`src/stage_latency_statistics_top_assert.svh`:
```
// Assertion macros shared by the stage latency statistics RTL.
`ifndef STAGE_LATENCY_STATISTICS_TOP_ASSERT_SVH
`define STAGE_LATENCY_STATISTICS_TOP_ASSERT_SVH

// Same-cycle implication, sampled on aclk, off while aresetn is low.
`define SLT_ASSERT_IMP(name, ante, cons) \
    name: assert property (@(posedge aclk) disable iff (!aresetn) (ante) |-> (cons)) \
        else $error("stage latency statistics: assertion failed");

// Next-cycle implication, sampled on aclk, off while aresetn is low.
`define SLT_ASSERT_NXT(name, ante, cons) \
    name: assert property (@(posedge aclk) disable iff (!aresetn) (ante) |=> (cons)) \
        else $error("stage latency statistics: assertion failed");

`endif

```
`src/slt_pkg.sv`:
```
// Types, constants and helpers for the stage latency statistics block.
package slt_pkg;

    localparam int MAX_STAGES = 16;
    localparam int SLOT_W     = $clog2(MAX_STAGES);
    localparam int CNT_W      = $clog2(MAX_STAGES + 1);

    localparam int ID_W    = 16;
    localparam int TS_W    = 48;
    localparam int LAT_W   = 32;
    localparam int SUM_W   = 48;
    localparam int SQ_W    = 64;
    localparam int COUNT_W = 32;
    localparam int ITER_W  = 32;

    localparam int S_TDATA_W = 72;
    localparam int M_TDATA_W = 288;

    // Item kinds
    localparam logic [1:0] KIND_MARK  = 2'd0;
    localparam logic [1:0] KIND_READ  = 2'd1;
    localparam logic [1:0] KIND_CLEAR = 2'd2;

    // Result status codes
    localparam logic [1:0] ST_OK     = 2'd0;
    localparam logic [1:0] ST_WAIT   = 2'd1;
    localparam logic [1:0] ST_FULL   = 2'd2;
    localparam logic [1:0] ST_UNUSED = 2'd3;

    typedef struct packed {
        logic [LAT_W-1:0]   min_lat;
        logic [LAT_W-1:0]   max_lat;
        logic [SUM_W-1:0]   sum;
        logic [SQ_W-1:0]    sq_sum;
        logic [COUNT_W-1:0] count;
    } stat_t;

    typedef struct packed {
        logic              hit;
        logic [SLOT_W-1:0] idx;
    } match_t;

    function automatic logic [SLOT_W-1:0] rs_to_slot(logic [3:0] rs);
        logic [SLOT_W+3:0] w;
        w = {{SLOT_W{1'b0}}, rs};
        return w[SLOT_W-1:0];
    endfunction

    function automatic logic [3:0] slot_to_field(logic [SLOT_W-1:0] idx);
        logic [SLOT_W+3:0] w;
        w = {4'b0, idx};
        return w[3:0];
    endfunction

    function automatic logic [4:0] used_to_field(logic [CNT_W-1:0] c);
        logic [CNT_W+4:0] w;
        w = {5'b0, c};
        return w[4:0];
    endfunction

endpackage

```
`src/slt_accum.sv`:
```
// Latency measurement and saturating statistics update for one slot.
module slt_accum (
    input  logic [slt_pkg::TS_W-1:0]  ts,
    input  logic [slt_pkg::TS_W-1:0]  ref_mark,
    input  slt_pkg::stat_t            old_stat,
    output logic [slt_pkg::LAT_W-1:0] lat,
    output slt_pkg::stat_t            new_stat
);
    import slt_pkg::*;

    logic [TS_W-1:0]  diff;
    logic [SUM_W:0]   sum_ext;
    logic [SQ_W-1:0]  sq;
    logic [SQ_W:0]    sq_ext;
    logic             empty;

    always_comb begin
        diff    = ts - ref_mark;
        lat     = (|diff[TS_W-1:LAT_W]) ? '1 : diff[LAT_W-1:0];
        sum_ext = {1'b0, old_stat.sum} + (SUM_W + 1)'(lat);
        sq      = SQ_W'(lat) * SQ_W'(lat);
        sq_ext  = {1'b0, old_stat.sq_sum} + {1'b0, sq};
        empty   = (old_stat.count == '0);

        new_stat.sum    = sum_ext[SUM_W] ? '1 : sum_ext[SUM_W-1:0];
        new_stat.sq_sum = sq_ext[SQ_W] ? '1 : sq_ext[SQ_W-1:0];
        new_stat.min_lat = (empty || lat < old_stat.min_lat) ? lat : old_stat.min_lat;
        new_stat.max_lat = (empty || lat > old_stat.max_lat) ? lat : old_stat.max_lat;
        new_stat.count  = (&old_stat.count) ? old_stat.count
                                            : old_stat.count + COUNT_W'(1);
    end

endmodule

```
`config.mk`:
```
export PLATFORM = sky130hd
export DESIGN_NAME = slt_accum
export DESIGN_NICKNAME = d
export VERILOG_FILES = /design/src/stage_latency_statistics_top_assert.svh /design/src/slt_pkg.sv /design/src/slt_accum.sv
export SDC_FILE = /design/constraint.sdc
export NUM_CORES = 2
export LEC_CHECK = 0
export ABC_CLOCK_PERIOD_IN_PS = 32400
export BUFFER_PORTS_ARGS = -buffer_cell sky130_fd_sc_hd__buf_4
export CORE_MARGIN = 2
export CORE_UTILIZATION = 50
export DETAILED_ROUTE_END_ITERATION = 8
export GPL_TIMING_DRIVEN = 0
export PLACE_DENSITY = 0.72
export SYNTH_ARGS = -nofsm -noshare
export SYNTH_HDL_FRONTEND = slang
export SYNTH_SLANG_ARGS = --single-unit
export TNS_END_PERCENT = 30
```
`constraint.sdc`:
```
create_clock -name vclk -period 32.4
set_input_delay 6.48 -clock vclk [all_inputs]
set_output_delay 6.48 -clock vclk [all_outputs]
set_load 0.02 [all_outputs]
```
==> impl_metrics.py <==
metrics = {
    "status": {
        "run_status": "finished, violations left",
        "violations": "max-capacitance violations, max-slew violations",
    },
    "detailed_routing": {
        "via_per_inst": 5.95,
        "wl_per_cell_um": 26.6,
        "drt_iter0_markers": 3818,
        "drcViolationCount": 0,
        "dr_total_vias": 39000,
        "final_antenna_net_count": 0,
        "wl_um": 174000,
        "first_pass_iters": 7,
    },
    "timing": {
        "hold_violations": 0,
        "slew_headroom_pct": -4.75,
        "period_share_pct": 88.5,
        "hold_ws_ns": 13.27,
        "tns_ns": 0,
        "slew_violations": 10,
        "tightest_slew_ns": 1.57,
        "period_needed_ns": 28.69,
        "setup_violations": 0,
        "fmax_mhz": 34.9,
        "rsz0062_at_grt": "no",
    },
    "global_routing": {
        "grt_pass1_wl_um": 253000,
        "grt_pass1_vias": 39700,
        "grt_start_max_net_pins": 16,
        "antenna_found_initial": 18,
        "overflow": 0,
        "grtUsageTotal_pct": 41.4,
    },
    "hold_path": {
        "hold_depth": 3,
        "hold_path.class": "input pin to output port",
        "hold_path_end": "new_stat[140]",
        "hp-start": "old_stat[140]",
    },
    "placement": {
        "hpwl_um": 147000,
        "dpl_cell_area_um2": 46300,
        "port_buffers": 544,
        "place_congestion": 1.08,
    },
    "final_layout": {
        "layout_commonest_cell": "inv_1",
        "final_cell_area_um2": 46300,
        "fillCellCount": 7623,
        "design.seq.count": 0,
        "area_delta_synth_final_pct": 13.4,
        "drive_gt1_share_pct": 13.0,
        "clockBufferCount": 0,
        "layout.nets": 7056,
        "utilization_pct": 57.4,
        "seqCellArea_um2": 0,
        "final_cell_mix": "inv_1, fa_1, nand2_1",
    },
    "synth": {
        "synth-simple-area-share_pct": 12.2,
        "synth_xor_area_share_pct": 3.51,
        "syn_area_per_cell_um2": 8.27,
        "yosys.cell_types.count": 83,
        "synth_nets": 6510,
        "yosys_warnings": 0,
        "synth_top_cell_by_area": "fa_1",
        "synth_fa_ha_area_share_pct": 55.0,
        "syn_inst": 4936,
        "synth_top_family_by_area": "adder cells",
        "syn_area_um2": 40800,
        "synthMuxAreaShare_pct": 1.22,
        "synth.area.top_cells": "fa_1, ha_1, inv_1",
        "ys_seq_area_share_pct": 0,
        "synth_compound_area_share_pct": 14.3,
        "synth.top_cell.area_share_pct": 42.9,
    },
    "setup_path": {
        "cpMaxStageDelayCell": "nand4_1",
        "crit_path_start_kind": "input pin",
        "crit_family": "adder cells",
        "cp_common_cell": "fa_1",
        "path_buf_inv": 14,
        "worst_ep_arrival_time_ns": 22.21,
        "endpoint_kind": "output port",
        "crit_type": "input pin to output port",
        "crit_fanout": 12,
        "max_stage_delay_ns": 1.08,
        "worstPathRequired_ns": 25.92,
    },
    "clocking": {
        "post_cts_resized": 0,
        "post_cts_buffers": 0,
        "cts_hold_buffers": 0,
    },
    "floorplan": {
        "die-width_um": 290,
        "die_h_um": 290,
        "dieArea_um2": 84000,
        "start_util_pct": 50.6,
        "num_rows": 104,
        "core_area_um2": 80700,
        "ioPinCount": 544,
    },
    "flow_run": {
        "drv_cap": 1,
    },
}
## how the worst max path moves through the flow
stage,end,from,cells after the start,slack [ns]
after floorplan,new_stat[43],ts[0],46,8.77
after global placement,new_stat[55],ts[0],47,3.66
after detailed placement,new_stat[55],ref_mark[23],47,4.10
after CTS,new_stat[55],ts[0],47,4.06
after global routing,new_stat[55],ref_mark[14],44,3.32
final,new_stat[93],ref_mark[14],43,3.71
## cell families (layout without fill, tap and decap cells)
kind of cell / count (synthesis) / after routing
adder cells (fa/ha/maj): 1270 / 1270
buffers and inverters: 1426 / 1970
multiplexers: 45 / 45
other: 0 / 13
AO/OA/AOI/OAI: 961 / 961
AND/OR/NAND/NOR: 1071 / 1071
XOR/XNOR: 163 / 163
## layout make-up
type	instances	area [um2]	share of cell area [%]
antenna	13	32.5	0.0703
buffer	260	1230	2.66
inverter	1166	4380	9.45
multi-input combinational	3510	35200	76.1
tap	1060	1330	2.86
timing repair buffer	544	4080	8.82
## Yosys cell counts (61+ instances only)
master and number:
clkbuf_1 169, buf_2 61, ha_1 395, nand2_1 575
xor2_1 72, o21ai_0 402, xnor2_1 90, a21o_1 88
inv_1 1165, nor2_1 148, nand4_1 75, fa_1 875
a21oi_1 180
## stage by stage
step,std cells,worst slack (ns)
floorplan,4936,8.77
global placement,6540,3.66
detailed placement,6540,4.10
CTS,6540,4.06
global route,6545,3.32
finish,6553,3.71
## tightest hold or removal path: cells and delay by family
| kind | cells | cell delay, ns |
|---|---|---|
| AO/OA/AOI/OAI | 1 | 0.06 |
| buffers and inverters | 2 | 0.25 |
## metal layers
| layer | global-route usage [%] | vias up | wire length [um] | share of wire (%) |
|---|---|---|---|---|
| met1 | 53.4 | 19100 | 64900 | 37 |
| met2 | 64.0 | 2581 | 76100 | 44 |
| met4 | 19.4 | 22 | 10800 | 6.2 |
| li1 | - | 16700 | - | - |
| met5 | 0 | - | 157 | 0.090 |
| met3 | 12.5 | 576 | 22100 | 13 |
