`src/stage_latency_statistics_top_assert.svh`:
```
// Assertion macros shared by the stage latency statistics RTL.
`ifndef STAGE_LATENCY_STATISTICS_TOP_ASSERT_SVH
`define STAGE_LATENCY_STATISTICS_TOP_ASSERT_SVH

// Same-cycle implication, sampled on aclk, off while aresetn is low.
`define SLT_ASSERT_IMP(name, ante, cons) \
    name: assert property (@(posedge aclk) disable iff (!aresetn) (ante) |-> (cons)) \
        else $error("stage latency statistics: assertion failed");

// Next-cycle implication, sampled on aclk, off while aresetn is low.
`define SLT_ASSERT_NXT(name, ante, cons) \
    name: assert property (@(posedge aclk) disable iff (!aresetn) (ante) |=> (cons)) \
        else $error("stage latency statistics: assertion failed");

`endif

```
`src/slt_pkg.sv`:
```
// Types, constants and helpers for the stage latency statistics block.
package slt_pkg;

    localparam int MAX_STAGES = 16;
    localparam int SLOT_W     = $clog2(MAX_STAGES);
    localparam int CNT_W      = $clog2(MAX_STAGES + 1);

    localparam int ID_W    = 16;
    localparam int TS_W    = 48;
    localparam int LAT_W   = 32;
    localparam int SUM_W   = 48;
    localparam int SQ_W    = 64;
    localparam int COUNT_W = 32;
    localparam int ITER_W  = 32;

    localparam int S_TDATA_W = 72;
    localparam int M_TDATA_W = 288;

    // Item kinds
    localparam logic [1:0] KIND_MARK  = 2'd0;
    localparam logic [1:0] KIND_READ  = 2'd1;
    localparam logic [1:0] KIND_CLEAR = 2'd2;

    // Result status codes
    localparam logic [1:0] ST_OK     = 2'd0;
    localparam logic [1:0] ST_WAIT   = 2'd1;
    localparam logic [1:0] ST_FULL   = 2'd2;
    localparam logic [1:0] ST_UNUSED = 2'd3;

    typedef struct packed {
        logic [LAT_W-1:0]   min_lat;
        logic [LAT_W-1:0]   max_lat;
        logic [SUM_W-1:0]   sum;
        logic [SQ_W-1:0]    sq_sum;
        logic [COUNT_W-1:0] count;
    } stat_t;

    typedef struct packed {
        logic              hit;
        logic [SLOT_W-1:0] idx;
    } match_t;

    function automatic logic [SLOT_W-1:0] rs_to_slot(logic [3:0] rs);
        logic [SLOT_W+3:0] w;
        w = {{SLOT_W{1'b0}}, rs};
        return w[SLOT_W-1:0];
    endfunction

    function automatic logic [3:0] slot_to_field(logic [SLOT_W-1:0] idx);
        logic [SLOT_W+3:0] w;
        w = {4'b0, idx};
        return w[3:0];
    endfunction

    function automatic logic [4:0] used_to_field(logic [CNT_W-1:0] c);
        logic [CNT_W+4:0] w;
        w = {5'b0, c};
        return w[4:0];
    endfunction

endpackage

```
`src/slt_slot_match.sv`:
```
// Stage identifier table with parallel lookup of the marked identifier.
module slt_slot_match (
    input  logic                       aclk,
    input  logic                       wr_en,
    input  logic [slt_pkg::SLOT_W-1:0] wr_slot,
    input  logic [slt_pkg::ID_W-1:0]   wr_id,
    input  logic [slt_pkg::ID_W-1:0]   look_id,
    input  logic [slt_pkg::CNT_W-1:0]  slots_used,
    output slt_pkg::match_t            result
);
    import slt_pkg::*;

    logic [ID_W-1:0] id_reg [MAX_STAGES];

    always_ff @(posedge aclk) begin
        if (wr_en) begin
            id_reg[wr_slot] <= wr_id;
        end
    end

    // Lowest matching slot wins; entries at or above slots_used are ignored.
    always_comb begin
        result = '0;
        for (int i = MAX_STAGES - 1; i >= 0; i--) begin
            if ((CNT_W'(i) < slots_used) && (id_reg[i] == look_id)) begin
                result.hit = 1'b1;
                result.idx = SLOT_W'(i);
            end
        end
    end

endmodule

```
`config.mk`:
```
export PLATFORM = sky130hd
export DESIGN_NAME = slt_slot_match
export DESIGN_NICKNAME = d
export VERILOG_FILES = /design/src/stage_latency_statistics_top_assert.svh /design/src/slt_pkg.sv /design/src/slt_slot_match.sv
export SDC_FILE = /design/constraint.sdc
export NUM_CORES = 1
export LEC_CHECK = 0
export BUFFER_PORTS_ARGS = -buffer_cell sky130_fd_sc_hd__buf_2
export CAP_MARGIN = 20
export CORE_ASPECT_RATIO = 1.4
export CORE_MARGIN = 1
export CORE_UTILIZATION = 40
export CTS_BUF_LIST = sky130_fd_sc_hd__clkbuf_16
export CTS_CLUSTER_SIZE = 16
export DETAILED_ROUTE_END_ITERATION = 8
export HOLD_SLACK_MARGIN = 0.15
export SETUP_SLACK_MARGIN = 0.2
export SYNTH_ARGS = -nofsm -noshare
export SYNTH_HDL_FRONTEND = slang
export SYNTH_SLANG_ARGS = --single-unit
```
`constraint.sdc`:
```
create_clock -name aclk -period 4.7 [get_ports aclk]
set_input_delay 0.47 -clock aclk [delete_from_list [all_inputs] [get_ports aclk]]
set_output_delay 0.47 -clock aclk [all_outputs]
set_load 0.005 [all_outputs]
```
==> results of run 1 <==
## report_power, final
group | switching, mW | internal (mW) | leakage (nW)
Clock | 0.810 | 1.05 | 0.359
Combinational | 0.232 | 0.101 | 1.43
Sequential | 0.0172 | 2.56 | 2.31
Total | 1.06 | 3.71 | 4.11
## cell type report
| cell class | instances | area (um2) |
|---|---|---|
| multi-input combinational | 419 | 3200 |
| sequential | 256 | 7690 |
| timing repair buffer | 65 | 370 |
| fill | 2483 | 15100 |
| tap | 370 | 463 |
| inverter | 5 | 18.8 |
| clock buffer | 23 | 576 |
| clock inverter | 15 | 148 |
## critical path: stages
cell and delay [ns]:
buf_2 0.58, xor2_1 0.16, nor4_1 0.71, nand4_1 0.23
nand2_1 0.15, and2b_1 0.19, o21bai_1 0.20, a31oi_1 0.12
o21a_1 0.18, buf_2 0.13
## layer usage
metal / global-route usage [%] / vias to the layer above / part of all wire (%)
met5: 0 / - / 0.040
met2: 40.0 / 241 / 53
met4: 7.64 / 2 / 3.2
li1: - / 2711 / -
met1: 26.4 / 3156 / 38
met3: 2.91 / 58 / 5.7
## through the flow
step                      cells  setup slack [ns]  power, mW
after floorplan             716              2.17       2.82
after global placement     1115              1.17       2.95
after detailed placement   1115              1.13       2.96
after CTS                  1153              1.12       4.80
after global routing       1153              1.02       4.89
final                      1153              1.09       4.77
## Yosys cell counts (all sizes together)
cell type and number:
edfxtp 256, xor2 163, xnor2 93, nor4 45
nand4 33, buf 32, nor2 23, nand2 10
a21oi 9, nor3 8, nand3 7, o21ai 7
inv 5, clkbuf 4, a31oi 3, nand2b 3
nand3b 2, a211oi 1, a21boi 1, a311oi 1
a31o 1, and2b 1, o2111ai 1, o21a 1
o21bai 1, o22ai 1, o31a 1, o41ai 1
or2 1, or3b 1
## cells by family after synthesis
family | Yosys count | share of synthesized area [%]
compound gates | 29 | 1.65
flops | 256 | 68.8
xor+xnor | 256 | 20.1
buf+inv | 41 | 2.79
simple gates | 134 | 6.76
## how the worst min path moves through the flow
stage               startpoint       endpoint  slack (ns)  cells after the start
finish                wr_id[9]  id_reg[12][9]        0.44                      1
global route         wr_id[10]  id_reg[5][10]        0.43                      1
CTS                  wr_id[10]  id_reg[5][10]        0.42                      1
detailed placement   wr_id[10]  id_reg[0][10]        0.97                      1
global placement     wr_id[11]  id_reg[0][11]        0.97                      1
floorplan             wr_id[0]   id_reg[0][0]        0.57                      0
==> results.yml, run 1 <==
outcome:
  status: "finished with violations"
  violations: "DRC"
floorplan:
  die_x_um: 143
  core-area_mm2: 0.0276
  die_y_um: 200
  start_util_pct: 40.6
  ios: 48
  fp-row-count: 72
  die_area_mm2: 0.0286
logic_synthesis:
  synth_top_area_share_pct: 68.8
  yosys_warnings: 0
  ys_ff_latch: 256
  syn_inst: 716
  syn_nets: 759
  syn_area_per_cell_um2: 15.6
  ys_types: 34
  synth.area.top_cells: "edfxtp_1 69%, xor2_1 13%, xnor2_1 7.3%"
  syn_area_mm2: 0.0112
  synth_top_cell_by_area: "edfxtp_1"
  seq_area_frac_synth_pct: 68.8
final_layout:
  diodes: 0
  syn_to_final_growth_pct: 11.5
  fin_area_mm2: 0.0125
  mostFrequentLayoutCell: "edfxtp_1"
  nNetsFinal: 813
  largest_reg_flops: 256
  utilization_pct: 45.2
  final_cell_mix: "256 x edfxtp_1, 163 x xor2_1, 93 x xnor2_1, 47 x buf_2, 43 x nor4_1"
  final_layout_size_suffix_gt1_share_pct: 13.7
worst_setup_path:
  critPathLaunchType: "input port"
  path_max_fanout: 16
  worstSetupEndpointType: "primary output"
  critical_path.startpoint: "look_id[15]"
  crit_type: "in2out"
  crit_path_end: "result[1]"
  critPathRequiredTime_ns: 4.23
  cp.arrival_ns: 3.14
clock_network:
  cts.clk_slew.worst_paths_ns: 0.06
  postCtsResizedCells: 0
  tritoncts: "built"
  cts_num_sinks: 256
  cts_buffers: 23
  cts_setup_buffers: 0
  cts-root-buf: "clkbuf_16"
  clk_path_buf_depth: 3
  cts_hold_buffers: 0
  htree_levels: 1
drt:
  drc: 1
  drt-pass1-iter-count: 7
  wire_per_inst_um: 26.2
  vias: 6168
  drt_wl_total_um: 30300
  drt_iter0_markers: 556
  via_per_inst: 5.35
  ant_nets: 0
timing:
  rsz0062_at_grt: "false"
  tightest_slew_ns: 0.784
  timing.final.crit_share_pct: 76.7
  clock.fmax_mhz: 277
  setup_viol: 0
  drv_slew: 0
  setup_tns_ns: 0
  holdWs_ns: 0.439
  hold_violations: 0
  min_period_ns: 3.61
  relSlewSlack_pct: 47.8
power_and_ir_drop:
  power_density_mw_per_mm2: 383
  power_leakage_nw: 4.11
  irDropWorstVdd_mv: 0.324
placed_design:
  placed_area_mm2: 0.0117
  hpwlAfterDp_um: 17800
  portBuffers: 47
  gp_congestion: 0.808
global_route:
  grt_overflow: 0
  grt_pass1_vias: 6401
  grt_pass1_wl_um: 43300
  track_usage_pct: 21.9
  antenna_found_initial: 1
  grt_max_degree: 17
flow_run:
  cap_viol_max_count: 0
min_path:
  hold_path_class: "in2reg"
(Power assumes the default switching activity.)
==> run 2, diff against run 1 <==
- clock period: 4.7 -> 2.9 ns (I/O delays scaled with it)
==> results.yml, run 2 (synthesized netlist as in run 1, its figures left out) <==
min_path:
  min_to: "id_reg[5][9]"
  hold_path_class: "in2reg"
  min_path_cells: 1
  min_from: "wr_id[9]"
clock_network:
  cts_hold_buffers: 0
  cts_buffers: 23
  cts_num_sinks: 256
  cts.clk_slew.worst_paths_ns: 0.07
  clk_path_buf_depth: 3
  htree_levels: 1
  cts-root-buf: "clkbuf_16"
  tritoncts: "built"
outcome:
  status: "finished with violations"
  violations: "DRC, setup timing"
placed_design:
  gp_congestion: 0.908
  portBuffers: 47
  hpwlAfterDp_um: 19900
  placed_area_mm2: 0.0120
  placedCellCount: 1146
drt:
  drt-pass1-iter-count: 7
  drt_wl_total_um: 30200
  vias: 6322
  drt_iter0_markers: 528
  via_per_inst: 5.32
  drc: 2
  wire_per_inst_um: 25.4
  ant_nets: 0
timing:
  rsz0062_at_grt: "true"
  hold_violations: 0
  clock.fmax_mhz: 340
  relSlewSlack_pct: 53.6
  setup_ws_ns: -0.0391
  tightest_slew_ns: 0.690
  setup_tns_ns: -0.0445
  setup_viol: 2
  timing.final.crit_share_pct: 101
  min_period_ns: 2.94
  drv_slew: 0
global_route:
  grt_pass1_vias: 6455
  grt_pass1_wl_um: 42800
  grt_overflow: 0
  track_usage_pct: 21.7
  grt_max_degree: 17
  antenna_found_initial: 2
final_layout:
  final_layout_size_suffix_gt1_share_pct: 18.3
  utilization_pct: 46.3
  nFillCells: 2477
  mostFrequentLayoutCell: "edfxtp_1"
  fin_area_mm2: 0.0128
  nNetsFinal: 845
  stdcell_count: 1189
  largest_reg_flops: 256
  final_cell_mix: "256 x edfxtp_1, 163 x xor2_1, 92 x xnor2_1, 49 x buf_4, 47 x buf_2"
  syn_to_final_growth_pct: 14.2
worst_setup_path:
  path_max_fanout: 3
  critPathRequiredTime_ns: 2.61
  crit_type: "reg2out"
  cp.arrival_ns: 2.65
  critPathLaunchType: "flip-flop"
  worstSetupEndpointType: "primary output"
power_and_ir_drop:
  power_density_mw_per_mm2: 595
  power_mw: 7.60
  irDropWorstVdd_mv: 0.581
  power_leakage_nw: 4.29
floorplan:
  die_x_um: 143
  core-area_mm2: 0.0276
  ios: 48
  start_util_pct: 40.6
  fp-row-count: 72
  die_y_um: 200
  die_area_mm2: 0.0286
flow_run:
  cap_viol_max_count: 0
run 2: cell types whose count changed in the layout (fill, tap and decap cells not counted), sizes merged:
cell,change
buf,+32
bufinv,-2
inv,+5
diode,+1
run 2: cell type report:
cell class              count  area, um2  area share, %
diodes                      1       2.50         0.0196
clock buffers              23        576           4.51
clock inverters            18        116          0.911
inverters                   5       18.8          0.147
multi-input cells         419       3290           25.7
flip-flops and latches    256       7690           60.2
well taps                 370        463           3.62
repair buffers             97        623           4.88
run 2: per-stage QoR:
stage | hold slack [ns] | worst slack [ns]
after floorplan | 0.389 | 0.555
after global placement | 0.760 | -0.132
after detailed placement | 0.770 | -0.135
after CTS | 0.231 | -0.0355
after global routing | 0.224 | -0.210
final | 0.235 | -0.0391
run 2: worst max path at each step:
stage,from,end
after floorplan,wr_slot[2],id_reg[0][0]
after global placement,look_id[10],result[3]
after detailed placement,look_id[10],result[3]
after CTS,id_reg[14][7],result[1]
after global routing,id_reg[14][8],result[1]
final,id_reg[14][8],result[1]
run 2: worst max-delay path, stage by stage, from the launching register on:
cell	delay (ns)
edfxtp_1	0.39
xor2_1	0.16
nor4_2	0.31
nand3_1	0.19
nor4_2	0.21
a31o_2	0.17
and2b_1	0.13
o21bai_1	0.06
a31oi_1	0.21
o21a_1	0.18
buf_2	0.13
run 2: timing repair:
item | in CTS | in global routing
setup buffers | 1 | 0
resized for setup | 15 | 0
pin swaps | 9 | 3
setup endpoints to repair | 5 | 5
run 2: power breakdown:
part / leakage [nW] / internal (mW) / switching (mW)
Sequential: 2.31 / 4.15 / 0.0275
Clock: 0.359 / 1.54 / 1.31
Combinational: 1.62 / 0.195 / 0.389
Total: 4.29 / 5.88 / 1.72
run 2: routing by layer:
metal	vias up	track usage, %	part of all wire, %
met5	-	0	0.053
met4	2	9.54	4.2
met3	69	2.91	5.0
met2	232	39.0	52
met1	3237	26.0	39
li1	2782	-	-
